File: config.mk
export PLATFORM = sky130hd
export DESIGN_NAME = lru_page_replacement_core
export DESIGN_NICKNAME = d
export VERILOG_FILES = /design/src/hdl/lrupr_pkg.sv /design/src/hdl/lrupr_cell.sv /design/src/hdl/lru_page_replacement_core.sv
export SDC_FILE = /design/constraint.sdc
export NUM_CORES = 1
export LEC_CHECK = 0
export BUFFER_PORTS_ARGS = -buffer_cell sky130_fd_sc_hd__buf_2
export CORE_MARGIN = 1
export CORE_UTILIZATION = 60
export CTS_BUF_LIST = sky130_fd_sc_hd__clkbuf_16
export DETAILED_ROUTE_END_ITERATION = 8
export HOLD_SLACK_MARGIN = 0.15
export MAX_ROUTING_LAYER = met4
export PLACE_DENSITY = 0.82
export SETUP_SLACK_MARGIN = 0.5
export SYNTH_ARGS = -nofsm -noshare
export SYNTH_HDL_FRONTEND = slang
export SYNTH_SLANG_ARGS = --single-unit
File: constraint.sdc
create_clock -name clock -period 5 [get_ports clock]
set_input_delay 0 -clock clock [delete_from_list [all_inputs] [get_ports clock]]
set_output_delay 0 -clock clock [all_outputs]
set_load 0.1 [all_outputs]
File: src/hdl/lrupr_pkg.sv
// Package: sizes, transaction payload types and cell control for the LRU replacement list.
`timescale 1ns / 1ps

package lrupr_pkg;

   localparam int DEPTH      = 16;
   localparam int FRAME_BITS = 20;
   localparam int IDX_BITS   = $clog2(DEPTH);
   localparam int CNT_BITS   = $clog2(DEPTH + 1);

   typedef enum logic {
      ACT_TOUCH = 1'b0,
      ACT_EVICT = 1'b1
   } action_type;

   typedef struct packed {
      action_type             action;
      logic [FRAME_BITS-1:0]  frame_number;
   } req_type;

   typedef struct packed {
      logic                   victim_valid;
      logic [FRAME_BITS-1:0]  victim_frame;
      logic                   was_present;
      logic                   overflow;
      logic [CNT_BITS-1:0]    occupancy;
   } rsp_type;

   // broadcast to every cell
   typedef struct packed {
      logic touch;    // accepted touch transaction this cycle
      logic any_hit;  // frame found in some occupied cell
      logic insert;   // new frame, room left
   } cell_ctl_type;

endpackage

File: src/hdl/lrupr_cell.sv
// One cell of the recency chain: holds a frame, compares it, shifts from its neighbor.
`timescale 1ns / 1ps

module lrupr_cell (
   input  logic                          clock,
   input  lrupr_pkg::cell_ctl_type       ctl,
   input  logic                          occupied,
   input  logic [lrupr_pkg::FRAME_BITS-1:0] key,
   input  logic [lrupr_pkg::FRAME_BITS-1:0] prev_data,
   input  logic                          hit_seen_in,
   output logic                          hit_seen_out,
   output logic                          hit,
   output logic [lrupr_pkg::FRAME_BITS-1:0] data
);
   import lrupr_pkg::*;

   logic [FRAME_BITS-1:0] data_ff;
   logic [FRAME_BITS-1:0] data_in;
   logic                  shift;

   assign hit          = occupied & (data_ff == key);
   assign hit_seen_out = hit_seen_in | hit;
   assign data         = data_ff;

   // shift down when the hit lies at or below this cell, or on an insert
   assign shift   = ctl.touch & ((ctl.any_hit & ~hit_seen_in) | ctl.insert);
   assign data_in = shift ? prev_data : data_ff;

   always_ff @(posedge clock) begin
      data_ff <= data_in;
   end

endmodule

File: src/hdl/lru_page_replacement_core.sv
// Top level: LRU replacement list built from a chain of frame cells.
`timescale 1ns / 1ps

// LRU page replacement list.
// Input channel req_*: one transaction carries an action and a frame number.
//   Touch moves a listed frame to the most-recent end or inserts a new one
//   there; evict removes the least-recent frame and returns it.
// Result channel rsp_*: exactly one result transaction per input transaction,
//   in order, with victim, was_present, overflow and the new occupancy.
// rsp_valid is set in the cycle after acceptance; unstalled, one transaction
//   per cycle; all cells compare the frame in parallel and shift in the same
//   edge, so the compare-and-shift through the cell chain sets the pace.
// A touch of a new frame on a full list is refused with overflow set.
// Stall: while a result is held under rsp_stall, req_stall is raised and the
//   list does not change; the result register holds its payload.
// Reset (synchronous, active high) empties the list and drops rsp_valid.
//   Cell contents are not cleared; occupancy alone decides which cells count.
module lru_page_replacement_core (
   input  logic               clock,
   input  logic               reset,
   input  logic               req_valid,
   output logic               req_stall,
   input  lrupr_pkg::req_type req_data,
   output logic               rsp_valid,
   input  logic               rsp_stall,
   output lrupr_pkg::rsp_type rsp_data
);
   import lrupr_pkg::*;

   logic [CNT_BITS-1:0]   count_ff, count_in;
   logic                  rsp_valid_ff, rsp_valid_in;
   rsp_type               rsp_ff, rsp_in;

   logic                  accept;
   logic                  full;
   cell_ctl_type          ctl;
   logic [DEPTH-1:0]      hit_vec;
   logic [DEPTH:0]        seen_chain;
   logic [FRAME_BITS-1:0] cell_data [DEPTH];
   logic [CNT_BITS-1:0]   evict_sum;
   logic [IDX_BITS-1:0]   evict_idx;
   logic                  is_touch;

   // a held result blocks new input; an empty or draining register does not
   assign req_stall = rsp_valid_ff & rsp_stall;
   assign accept    = req_valid & ~req_stall;
   assign is_touch  = (req_data.action == ACT_TOUCH);
   assign full      = (count_ff == CNT_BITS'(DEPTH));

   // end of the hit chain: some occupied cell matched
   assign ctl.touch   = accept & is_touch;
   assign ctl.any_hit = seen_chain[DEPTH];
   assign ctl.insert  = ~(|hit_vec) & ~full;

   assign seen_chain[0] = 1'b0;

   for (genvar i = 0; i < DEPTH; i++) begin : g_cell
      logic [FRAME_BITS-1:0] prev;
      if (i == 0) begin : g_head
         assign prev = req_data.frame_number;   // head takes the touched frame
      end else begin : g_body
         assign prev = cell_data[i-1];
      end
      lrupr_cell u_cell (
         .clock        (clock),
         .ctl          (ctl),
         .occupied     (CNT_BITS'(i) < count_ff),
         .key          (req_data.frame_number),
         .prev_data    (prev),
         .hit_seen_in  (seen_chain[i]),
         .hit_seen_out (seen_chain[i+1]),
         .hit          (hit_vec[i]),
         .data         (cell_data[i])
      );
   end

   // least-recent entry sits at count-1
   assign evict_sum = count_ff - CNT_BITS'(1);
   assign evict_idx = evict_sum[IDX_BITS-1:0];

   always_comb begin
      count_in = count_ff;
      rsp_in   = '0;
      if (is_touch) begin
         if (|hit_vec) begin
            rsp_in.was_present = 1'b1;
         end else if (!full) begin
            count_in = count_ff + CNT_BITS'(1);
         end else begin
            rsp_in.overflow = 1'b1;
         end
      end else if (count_ff != '0) begin
         rsp_in.victim_valid = 1'b1;
         rsp_in.victim_frame = cell_data[evict_idx];
         count_in            = evict_sum;
      end
      rsp_in.occupancy = count_in;
   end

   assign rsp_valid_in = accept | (rsp_valid_ff & rsp_stall);

   always_ff @(posedge clock) begin
      if (reset) begin
         count_ff     <= '0;
         rsp_valid_ff <= 1'b0;
      end else begin
         rsp_valid_ff <= rsp_valid_in;
         if (accept) begin
            count_ff <= count_in;
         end
      end
   end

   always_ff @(posedge clock) begin
      if (accept) begin
         rsp_ff <= rsp_in;
      end
   end

   assign rsp_valid = rsp_valid_ff;
   assign rsp_data  = rsp_ff;

endmodule

==> metrics.md, run 1 <==
| Metric | Value |
|---|---|
| Status | `completed` |
| Ys flop type | `edfxtp_1` |
| Die ar. | `30690 um2` |
| Clock root buffer | `clkbuf_16` |
| Chip width | `175.2 um` |
| Number of global-route vias before repair | `11120` |
| Via density | `6.469` |
| Critical Path RT | `5.15 ns` |
| Post-CTS Resized | `0` |
| Global route overflow | `0` |
| H-tree levels | `2` |
| Worst setup path startpoint | `count_ff[4]` |
| Largest net degree at the start of global routing | `61` |
| Nets | `1285` |
| VDD IR-drop max | `0.0003180 V` |
| Slew headroom | `43.21%` |
| Crit path largest cell delay | `0.65 ns` |
| Min Tclk post-route | `4.233 ns` |
| Clock sink total | `354` |
| Syn Inst Count | `1185` |
| DR pass1 iterations | `5` |
| DR WL/cell | `27.01 um` |
| Max-cap violation count | `0` |
| IO Port Bufs | `54` |
| Hold_buf cts | `25` |
| Post-DP HPWL | `32720 um` |
| Max-slew violations | `0` |
| # Post-CTS Setup Buffers | `0` |
| 1st-iter DRT viols | `1283` |
| Met2 usage | `49.62%` |
| Final GP Congestion | `0.9874` |
| Setup Total Neg Slack | `0 ns` |
| Syn Area/Cell | `15.19 um2` |
| Yosys warns | `0` |
| Crit Path Category | `flip-flop to flip-flop` |
| Clock Pin Slew Worst Setup and Hold Paths | `0.06 ns` |
| Area growth, synth to finish | `10.89%` |
| Tot Pwr | `7.889 mW` |
| Hold path startpoint | `rsp_stall` |
| Core ar. | `29560 um2` |
| Final hold viol count | `0` |
| Std cell rows | `63` |
| Number of synthesized flops with an enable pin | `348` |
| Drt drc | `0` |
| Vias | `10840` |
| # IOs | `55` |
| CTS max path bufs | `3` |
| RSZ-0062 raised after global routing | `no` |
| Part of the cycle the worst path needs | `84.65%` |
| Share of cells above drive strength 1 | `18.90%` |
| First-pass GRT wire length | `68120 um` |
| Worst-Margin Slew | `0.8518 ns` |
| CP max stage cell | `nor2_1` |
| CTS tree | `built` |
| Startpoint Class | `flip-flop` |
| Setup violators final | `0` |
| Post-synth ARST share | `0%` |
| Wire length after detailed routing | `45270 um` |
| Post-synthesis sequential area ratio | `58.73%` |
| Critical path arrival | `4.39 ns` |
| #FFs+latches synth | `354` |
| Leakage power | `6.786 nW` |
| Skew-Pair Late Insertion Delay | `0.54 ns` |
| Pwr dens | `395.3 nW/um2` |
| Critical-path cell list | `nor2_1 -> a2111oi_0 -> and2_1 -> nor4bb_1 -> a311o_1 -> or4b_4 -> o211ai_2 -> inv_1` |
| Post-Syn Nets | `1214` |
| Crit Path Max Fanout | `20` |
| Post-Syn Area | `18000 um2` |
| GR peak layer | `met2` |
| Distinct cells, synth | `62` |
| R2r startpoint | `count_ff[4]` |
| Worst hold path class | `input port to flip-flop` |
| Fmax | `236.3 MHz` |
| Diode count | `0` |
| Grt met3 use | `5.113%` |
| CTS Buf Count | `39` |
| ANT nets after route | `0` |
| Initial antenna violation count | `0` |
| Die Y | `175.2 um` |
| Crit end category | `flip-flop` |
| Initial core utilization | `60.89%` |
| Layout Skew | `0.02006 ns` |
| Tot GR Track Use | `31.53%` |
| Met1 Usage GRT | `39.75%` |
## cells by family after synthesis
logic type / Yosys count / share of synthesized area, %
muxes: 103 / 11.30
adders and majority gates: 4 / 0.2781
buffers and inverters: 97 / 3.566
and+or+nand+nor: 219 / 6.854
AOI/OAI and AO/OA: 85 / 3.559
DFF: 354 / 58.73
xor gates and xnor gates: 323 / 15.72
## cell usage in the layout (no fill, tap or decap), types with 12 or more instances in the layout
cell	synthesis	routed
edfxtp_1	348	348
xor2_1	236	235
xnor2_1	87	86
mux4_2	80	80
nor4_1	59	57
buf_2	9	54
a211oi_1	41	41
clkbuf_16	0	40
nand4_1	31	31
buf_4	16	31
nand2_1	25	25
inv_1	15	25
dlygate4sd3_1	0	25
nor2b_1	23	23
nor2_1	25	22
mux2i_1	22	22
nor3_1	23	19
nand3_1	12	12
## flip-flops by register name, indices dropped and copies added, names as in the netlist
signal and count:
rsp_valid 1, g_cell.u_cell.data 320, rsp_data 28, count_ff 5
## final timing paths
kind,slack [ns],cells after the start,end
worst max-delay path,0.77,8,g_cell[0].u_cell.data[3]
worst min-delay path,0.27,6,count_ff[4]
worst max register to register,0.77,8,g_cell[0].u_cell.data[3]
worst min register to register,0.49,0,g_cell[2].u_cell.data[10]
## cells in the mapped netlist, types with 6 or more instances
master / n / area [um2]
buf_6: 20 / 225.2
buf_2: 9 / 45.04
nor2_1: 25 / 93.84
mux4_2: 80 / 1802
clkbuf_1: 26 / 97.59
o21ai_0: 8 / 40.04
xor2_1: 236 / 2067
a31oi_1: 8 / 50.05
nand3_1: 12 / 60.06
nor3_1: 23 / 115.1
xnor2_1: 87 / 762.0
mux2i_1: 22 / 220.2
inv_1: 15 / 56.30
buf_4: 16 / 120.1
dfxtp_1: 6 / 120.1
nor2b_1: 23 / 143.9
nand4_1: 31 / 193.9
edfxtp_1: 348 / 10450
a211oi_1: 41 / 307.8
nor4_1: 59 / 369.1
nand2_1: 25 / 93.84
## power breakdown
part | switching [mW] | internal [mW] | leakage (nW)
combinational | 1.02 | 0.554 | 2.84
clock | 1.17 | 1.56 | 0.634
sequential | 0.131 | 3.46 | 3.31
## metrics by stage
| stage | instance area, um2 | hold WS, ns | setup slack [ns] | cells | util (%) |
|---|---|---|---|---|---|
| 2_1_floorplan | 18000 | 0.07870 | 0.5121 | 1185 | - |
| 3_3_place_gp | 18510 | 0.2266 | 0.9375 | 1580 | 62.61 |
| 3_5_place_dp | 18510 | 0.2380 | 0.8331 | 1580 | 62.61 |
| 4_1_cts | 19960 | 0.2523 | 0.8243 | 1676 | 67.52 |
| 5_1_grt | 19960 | 0.3214 | 0.6394 | 1676 | 67.52 |
| 6_report | 19960 | 0.2749 | 0.7673 | 1676 | 67.52 |
## cell type report
type | count | area, um2
inverters | 17 | 63.81
repair buffers | 110 | 753.2
clock buffers | 40 | 1001
clock inverters | 31 | 201.4
flip-flops and latches | 354 | 10570
multi-input cells | 734 | 6878
fillers | 2001 | 9600
well taps | 390 | 488.0
## worst max-delay path, delay by kind of cell (launching register included)
kind | cells | cell delay, ns
buffers and inverters | 1 | 0.51
and+or+nand+nor | 4 | 1.62
DFF | 1 | 0.54
AOI/OAI and AO/OA | 3 | 1.17
## per-layer routing
metal  wire length, um  share of wire (%)
met4              2499                5.5
met3              3478                7.7
met5                 0                  0
met1             17360                 38
met2             21930                 48
Note: power is estimated with default switching activity, not from simulation.
==> inputs of run 2 (changes only) <==
- clock period: 5 -> 4 ns (I/O delays scaled with it)
==> run 2 against run 1 <==
  * Routed wire length up 6.0%
  * Critical path depth increased by 5
  * Register-to-register slack worse by 0.15 ns
  * Count of clock-buffer cells in the layout down 2
  * Die area is the same
  * Sequential power increased by 25%
  * Combinational power grew 32%
  * Non-clock buffer count grew 41
  * Utilization up 1.4 points
  * Clock skew increased by 0.00051 ns
  * First-iteration DRC count decreased by 7.8%
  * Critical endpoint is now g_cell[13].u_cell.data[2]
==> metrics.md, run 2 (synthesis gave the netlist of run 1 again) <==
| Metric | Value |
|---|---|
| # IOs | `55 (unchanged)` |
| Crit Path Category | `input port to flip-flop (was flip-flop to flip-flop)` |
| VDD IR-drop max | `0.0003966 V (was 0.0003180 V)` |
| Fill count | `1970 (was 2001)` |
| Final hold viol count | `0 (unchanged)` |
| 1st-iter DRT viols | `1183 (was 1283)` |
| ANT nets after route | `0 (unchanged)` |
| Crit Path Max Fanout | `20 (unchanged)` |
| Post-DP HPWL | `34780 um (was 32720 um)` |
| Setup Total Neg Slack | `0 ns (unchanged)` |
| H-tree levels | `2 (unchanged)` |
| CTS max path bufs | `3 (unchanged)` |
| Gate power share | `21.0% (was 20.0%)` |
| Drt drc | `0 (unchanged)` |
| Part of the cycle the worst path needs | `84.68%` |
| DP Area | `18840 um2 (was 18510 um2)` |
| RSZ-0062 raised after global routing | `no (unchanged)` |
| Std cell rows | `63 (unchanged)` |
| Initial core utilization | `60.89% (unchanged)` |
| Min Tclk post-route | `3.387 ns` |
| Pwr dens | `484.9 nW/um2 (was 395.3 nW/um2)` |
| CP max stage cell | `dlygate4sd3_1 (was nor2_1)` |
| Number of global-route vias before repair | `11490 (was 11120)` |
| Clock Pin Slew Worst Setup and Hold Paths | `0.06 ns (about the same)` |
| Share of cells above drive strength 1 | `22.04% (was 18.90%)` |
| Fmax | `295.2 MHz` |
| Largest register FFs | `320 (unchanged)` |
| Design Area, Final | `20370 um2 (was 19960 um2)` |
| IO Port Bufs | `54 (unchanged)` |
| DR pass1 iterations | `7 (was 5)` |
| Skew-Pair Late Insertion Delay | `0.55 ns (was 0.54 ns)` |
| Most frequent cells in the layout | `edfxtp_1 (348), xor2_1 (235), xnor2_1 (86) (unchanged)` |
| Global route overflow | `0 (unchanged)` |
| Vias | `11210 (was 10840)` |
| Die ar. | `30690 um2 (unchanged)` |
| Tot Pwr | `9.876 mW (was 7.889 mW)` |
| Critical Path RT | `4.20 ns (was 5.15 ns)` |
| Critical-path cell list | `dlygate4sd3_1 -> buf_2 -> buf_4 -> xor2_1 -> nor4_1 -> nand4_1 -> o32a_2 -> nand3b_1 -> buf_4 -> nor4_1 -> nand3b_1 -> nor2_1 -> buf_4 (was nor2_1 -> a2111oi_0 -> and2_1 -> nor4bb_1 -> a311o_1 -> or4b_4 -> o211ai_2 -> inv_1)` |
| Internal Power | `6.934 mW (was 5.567 mW)` |
| Status | `completed (unchanged)` |
| CTS tree | `built (unchanged)` |
| Max-slew violations | `0 (unchanged)` |
| First-pass GRT wire length | `71900 um (was 68120 um)` |
| Layout Skew | `0.02057 ns (was 0.02006 ns)` |
| Worst-Margin Slew | `1.017 ns (was 0.8518 ns)` |
| Switching share of power | `29.79% (was 29.43%)` |
| Setup violators final | `0 (unchanged)` |
| Wire length after detailed routing | `47960 um (was 45270 um)` |
| Die Y | `175.2 um (unchanged)` |
| Worst hold path class | `input port to flip-flop (unchanged)` |
| Startpoint Class | `input port (was flip-flop)` |
| Core ar. | `29560 um2 (unchanged)` |
| Tot GR Track Use | `33.36% (was 31.53%)` |
| Crit end category | `flip-flop (unchanged)` |
| Clock root buffer | `clkbuf_16 (unchanged)` |
| Via density | `6.531 (was 6.469)` |
| Area growth, synth to finish | `13.17% (was 10.89%)` |
| CTS Buf Count | `38 (was 39)` |
| DR WL/cell | `27.95 um (was 27.01 um)` |
| Most used cell, CP | `buf_4` |
| Critical path arrival | `3.59 ns (was 4.39 ns)` |
| Clk pwr share | `33.6% (was 34.5%)` |
| Chip width | `175.2 um (unchanged)` |
| Leakage power | `6.992 nW (was 6.786 nW)` |
| Most common cell after layout, fill and taps aside | `edfxtp_1 (unchanged)` |
| NetSw | `2.942 mW (was 2.322 mW)` |
| Initial antenna violation count | `1 (was 0)` |
| Clock sink total | `354 (unchanged)` |
| Final GP Congestion | `0.9636 (was 0.9874)` |
| Max-cap violation count | `0 (unchanged)` |
| Slew headroom | `31.70% (was 43.21%)` |
| Largest net degree at the start of global routing | `47 (was 61)` |
| Reg power frac | `45.4% (was 45.5%)` |
| Crit path largest cell delay | `0.53 ns (was 0.65 ns)` |
| Nets | `1326 (was 1285)` |
run 2: metrics by stage:
stage,utilization [%],cells,hold WS (ns),setup slack (ns)
after floorplan,-,1185,0.07870,0.06892
after global placement,63.74,1617,0.2236,0.09820
after detailed placement,63.74,1617,0.2267,0.05871
after CTS,68.77,1715,0.2044,0.4938
after global routing,68.91,1716,0.2357,0.5053
final,68.91,1716,0.2353,0.6127
run 2: power groups by stage:
stage	Clock (mW)	Sequential [mW]	Combinational, mW
3_5_place_dp	0	4.55	2.00
3_3_place_gp	0	4.54	1.98
5_1_grt	3.46	4.50	2.17
2_1_floorplan	0	4.78	1.17
4_1_cts	3.33	4.48	2.05
6_report	3.32	4.48	2.08
run 2: worst max-delay path: cells and delay by family:
| kind | cells | cell delay (ns) |
|---|---|---|
| AND/OR/NAND/NOR | 6 | 1.39 |
| buffers and inverters | 5 | 1.72 |
| XOR/XNOR | 1 | 0.25 |
| AO/OA/AOI/OAI | 1 | 0.22 |
run 2: final cells by class:
class	count	area [um2]	share of cell area, %
Antenna cell	1	2.502	0.01229
Multi-Input combinational cell	735	6944	34.09
Sequential cell	354	10580	51.92
Inverter	17	67.56	0.3317
Timing Repair Buffer	151	1142	5.608
Tap cell	390	488.0	2.396
Clock buffer	38	950.9	4.668
Clock inverter	30	197.7	0.9705
run 2: worst paths after layout:
check,cells after the start,from,slack (ns),end
hold reg to reg,0,g_cell[1].u_cell.data[18],0.49,g_cell[2].u_cell.data[18]
setup reg to reg,11,g_cell[9].u_cell.data[4],0.62,g_cell[2].u_cell.data[10]
hold / removal,2,req_data[18],0.24,g_cell[0].u_cell.data[18]
setup / recovery,13,req_data[11],0.61,g_cell[13].u_cell.data[2]
run 2: metal layers:
| layer | GRT usage (%) | share of wire, % |
|---|---|---|
| met5 | - | 0 |
| met2 | 53.32 | 49 |
| met3 | 5.418 | 8.6 |
| met1 | 41.30 | 36 |
| met4 | 17.14 | 5.7 |
run 2: what timing repair did:
action / 4_1_cts / 5_1_grt
hold endpoints to repair: 27 / 0
cloned: 1 / 0
pin swaps: 3 / 0
hold buffers: 24 / 0
endpoints found under the setup margin: 180 / 173
resized for setup: 4 / 11
buffers inserted: 5 / 0
==> inputs of run 3 (changes only) <==
- CORE_UTILIZATION: 60 -> 57
- clock period: 4 -> 3.1 ns (I/O delays scaled with it)
==> run 3 against run 2 <==
  * The flow now finishes with violations (setup timing)
  * Sequential share of layout area fell by 5.6 points
  * Highest routed layer unchanged
  * Critical path depth fell by 1
  * Total power rose by 33%
  * Via count rose by 9.5%
  * Clock power rose by 27%
  * Hold slack improved by 0.031 ns
  * Largest cell class unchanged
  * Sequential cell count did not move
  * First-iteration DRC count rose by 15%
==> metrics.md, run 3 (synthesis gave the netlist of run 1 again) <==
| Metric | Value |
|---|---|
| Clock sink total | `354 (unchanged)` |
| Startpoint Class | `flip-flop (was input port)` |
| Core ar. | `30830 um2 (was 29560 um2)` |
| Critical Path RT | `3.34 ns (was 4.20 ns)` |
| Largest register FFs | `320 (unchanged)` |
| WHS Path Cells | `2 (unchanged)` |
| CTS max path bufs | `3 (unchanged)` |
| Skew-Pair Late Insertion Delay | `0.54 ns (was 0.55 ns)` |
| Most frequent cells in the layout | `edfxtp_1 (348), buf_4 (236), xor2_1 (230) (was edfxtp_1 (348), xor2_1 (235), xnor2_1 (86))` |
| Crit path largest cell delay | `0.56 ns (was 0.53 ns)` |
| Slew headroom | `56.02% (was 31.70%)` |
| Part of the cycle the worst path needs | `108.1%` |
| Die Y | `179.7 um (was 175.2 um)` |
| Design Area, Final | `22820 um2 (was 20370 um2)` |
| CTS Buf Count | `39 (was 38)` |
| Critical-path cell list | `xor2_1 -> nor4_1 -> nand3_1 -> nor4bb_4 -> a311o_1 -> or4b_4 -> buf_12 -> mux2i_4 -> buf_6 -> nor4_4 -> buf_6 -> buf_12 (was dlygate4sd3_1 -> buf_2 -> buf_4 -> xor2_1 -> nor4_1 -> nand4_1 -> o32a_2 -> nand3b_1 -> buf_4 -> nor4_1 -> nand3b_1 -> nor2_1 -> buf_4)` |
| Crit end category | `flip-flop (unchanged)` |
| Failing checks | `setup timing` |
| Layout Skew | `0.01754 ns (was 0.02057 ns)` |
| # IOs | `55 (unchanged)` |
| 1st-iter DRT viols | `1362 (was 1183)` |
| DR WL/cell | `27.15 um (was 27.95 um)` |
| Final GP Congestion | `0.9238 (was 0.9636)` |
| Fmax | `298.4 MHz` |
| Crit Path Category | `flip-flop to flip-flop (was input port to flip-flop)` |
| CP max stage cell | `or4b_4 (was dlygate4sd3_1)` |
| Tot Pwr | `13.13 mW (was 9.876 mW)` |
| Worst reg-to-reg path cell count | `12 (was 11)` |
| Area growth, synth to finish | `26.77% (was 13.17%)` |
| Global route overflow | `0 (unchanged)` |
| WP buf/inv | `4 (was 5)` |
| Post-DP HPWL | `36490 um (was 34780 um)` |
| Worst hold path class | `input port to flip-flop (unchanged)` |
| Clock root buffer | `clkbuf_16 (unchanged)` |
| Std cell rows | `64 (was 63)` |
| IO Port Bufs | `54 (unchanged)` |
| Worst path top cell family by delay | `simple AND/OR/NAND/NOR gates (was buffers and inverters)` |
| Diode count | `0 (was 1)` |
| Most common cell after layout, fill and taps aside | `edfxtp_1 (unchanged)` |
| Share of cells above drive strength 1 | `34.95% (was 22.04%)` |
| Clock Pin Slew Worst Setup and Hold Paths | `0.06 ns (about the same)` |
| Tot GR Track Use | `33.45% (was 33.36%)` |
| Status | `complete, but fails checks (was completed)` |
| CTS tree | `built (unchanged)` |
| Worst Setup Slack, final | `-0.2507 ns (was 0.6127 ns)` |
| RSZ-0062 raised after global routing | `yes (was no)` |
| Largest net degree at the start of global routing | `61 (was 47)` |
| Min Tclk post-route | `3.351 ns` |
| ANT nets after route | `0 (unchanged)` |
| Chip width | `179.7 um (was 175.2 um)` |
| Leakage power | `8.250 nW (was 6.992 nW)` |
| Critical path arrival | `3.59 ns (about the same)` |
| Vias | `12270 (was 11210)` |
| Wire length after detailed routing | `52770 um (was 47960 um)` |
| Initial core utilization | `58.38% (was 60.89%)` |
| H-tree levels | `2 (unchanged)` |
| Drt drc | `0 (unchanged)` |
| VDD IR-drop max | `0.0005049 V (was 0.0003966 V)` |
| Initial antenna violation count | `0 (was 1)` |
| Pwr dens | `575.3 nW/um2 (was 484.9 nW/um2)` |
| Final hold viol count | `0 (unchanged)` |
| Die ar. | `32290 um2 (was 30690 um2)` |
| Fill count | `1785 (was 1970)` |
| Crit Path Max Fanout | `10 (was 20)` |
| Number of global-route vias before repair | `12390 (was 11490)` |
| Nets | `1549 (was 1326)` |
| Cell depth of the worst setup path | `12 (was 13)` |
| Worst-Margin Slew | `0.6581 ns (was 1.017 ns)` |
| Max-slew violations | `0 (unchanged)` |
| Max-cap violation count | `0 (unchanged)` |
| Placement Setup Slack | `-0.4435 ns (was 0.05871 ns)` |
| DR pass1 iterations | `5 (was 7)` |
| DP Area | `20790 um2 (was 18840 um2)` |
| Via density | `6.313 (was 6.531)` |
| Setup violators final | `320 (was 0)` |
| First-pass GRT wire length | `77140 um (was 71900 um)` |
==> run 3: changes by cell type in the layout (fill, tap and decap cells not counted), sizes merged <==
cell / before / now
nor3: 23 / 24
clkinvlp: 1 / 4
clkinv: 19 / 17
nor4: 60 / 59
buf: 125 / 347
clkbuf: 40 / 42
bufinv: 2 / 0
diode: 1 / 0
==> run 3: worst paths after layout <==
kind	start	slack [ns]	to
max	g_cell[6].u_cell.data[6]	-0.25	g_cell[7].u_cell.data[12]
max reg2reg	g_cell[6].u_cell.data[6]	-0.25	g_cell[7].u_cell.data[12]
min	req_data[18]	0.27	g_cell[0].u_cell.data[18]
min reg2reg	g_cell[2].u_cell.data[14]	0.49	g_cell[3].u_cell.data[14]
==> run 3: per-stage QoR <==
step	instances	hold slack [ns]	TNS [ns]	utilization, %
floorplan	1185	0.07870	-23.44	-
global placement	1826	0.2220	-25.14	67.45
detailed placement	1826	0.2313	-43.24	67.45
CTS	1934	0.2395	-4.456	73.28
global route	1944	0.2609	-62.43	74.01
finish	1944	0.2664	-37.47	74.01
==> run 3: what timing repair did <==
action | CTS | global route
cloned | 3 | 4
endpoints found under the setup margin | 349 | 351
hold buffers | 24 | 0
hold endpoints to repair | 28 | 0
setup buffers | 12 | 6
pin swaps | 5 | 7
gates resized for setup | 44 | 25
==> run 3: routing by layer <==
metal / share of wire (%) / track usage [%] / up-vias / wire (um)
met1: 35 / 42.02 / 6123 / 18690
met2: 51 / 55.89 / 784 / 26960
met5: 0 / - / - / 0
met3: 8.9 / 3.728 / 157 / 4685
li1: - / - / 5208 / -
met4: 4.6 / 13.55 / 0 / 2436
==> run 3: layout make-up <==
| class | count | area, um2 | share of cell area [%] |
|---|---|---|---|
| clock buffers | 40 | 1001 | 4.387 |
| well taps | 396 | 495.5 | 2.172 |
| repair buffers | 373 | 3329 | 14.59 |
| multi-input cells | 735 | 7204 | 31.57 |
| inverters | 17 | 76.32 | 0.3345 |
| clock inverters | 29 | 133.9 | 0.5867 |
| flip-flops and latches | 354 | 10580 | 46.35 |
==> run 3: worst reg2reg max path, delay by kind of cell (launching register included) <==
kind | cells | cell delay, ns
AOI/OAI and AO/OA | 1 | 0.32
xor gates and xnor gates | 1 | 0.40
buffers and inverters | 4 | 0.63
DFF | 1 | 0.44
muxes | 1 | 0.20
and+or+nand+nor | 5 | 1.08
==> run 3: power breakdown <==
group          leakage (nW)  internal [mW]  switching [mW]
clock                 0.594           2.33            1.90
sequential             3.31           5.57           0.175
combinational          4.34           1.25            1.90
total                  8.25           9.15            3.97
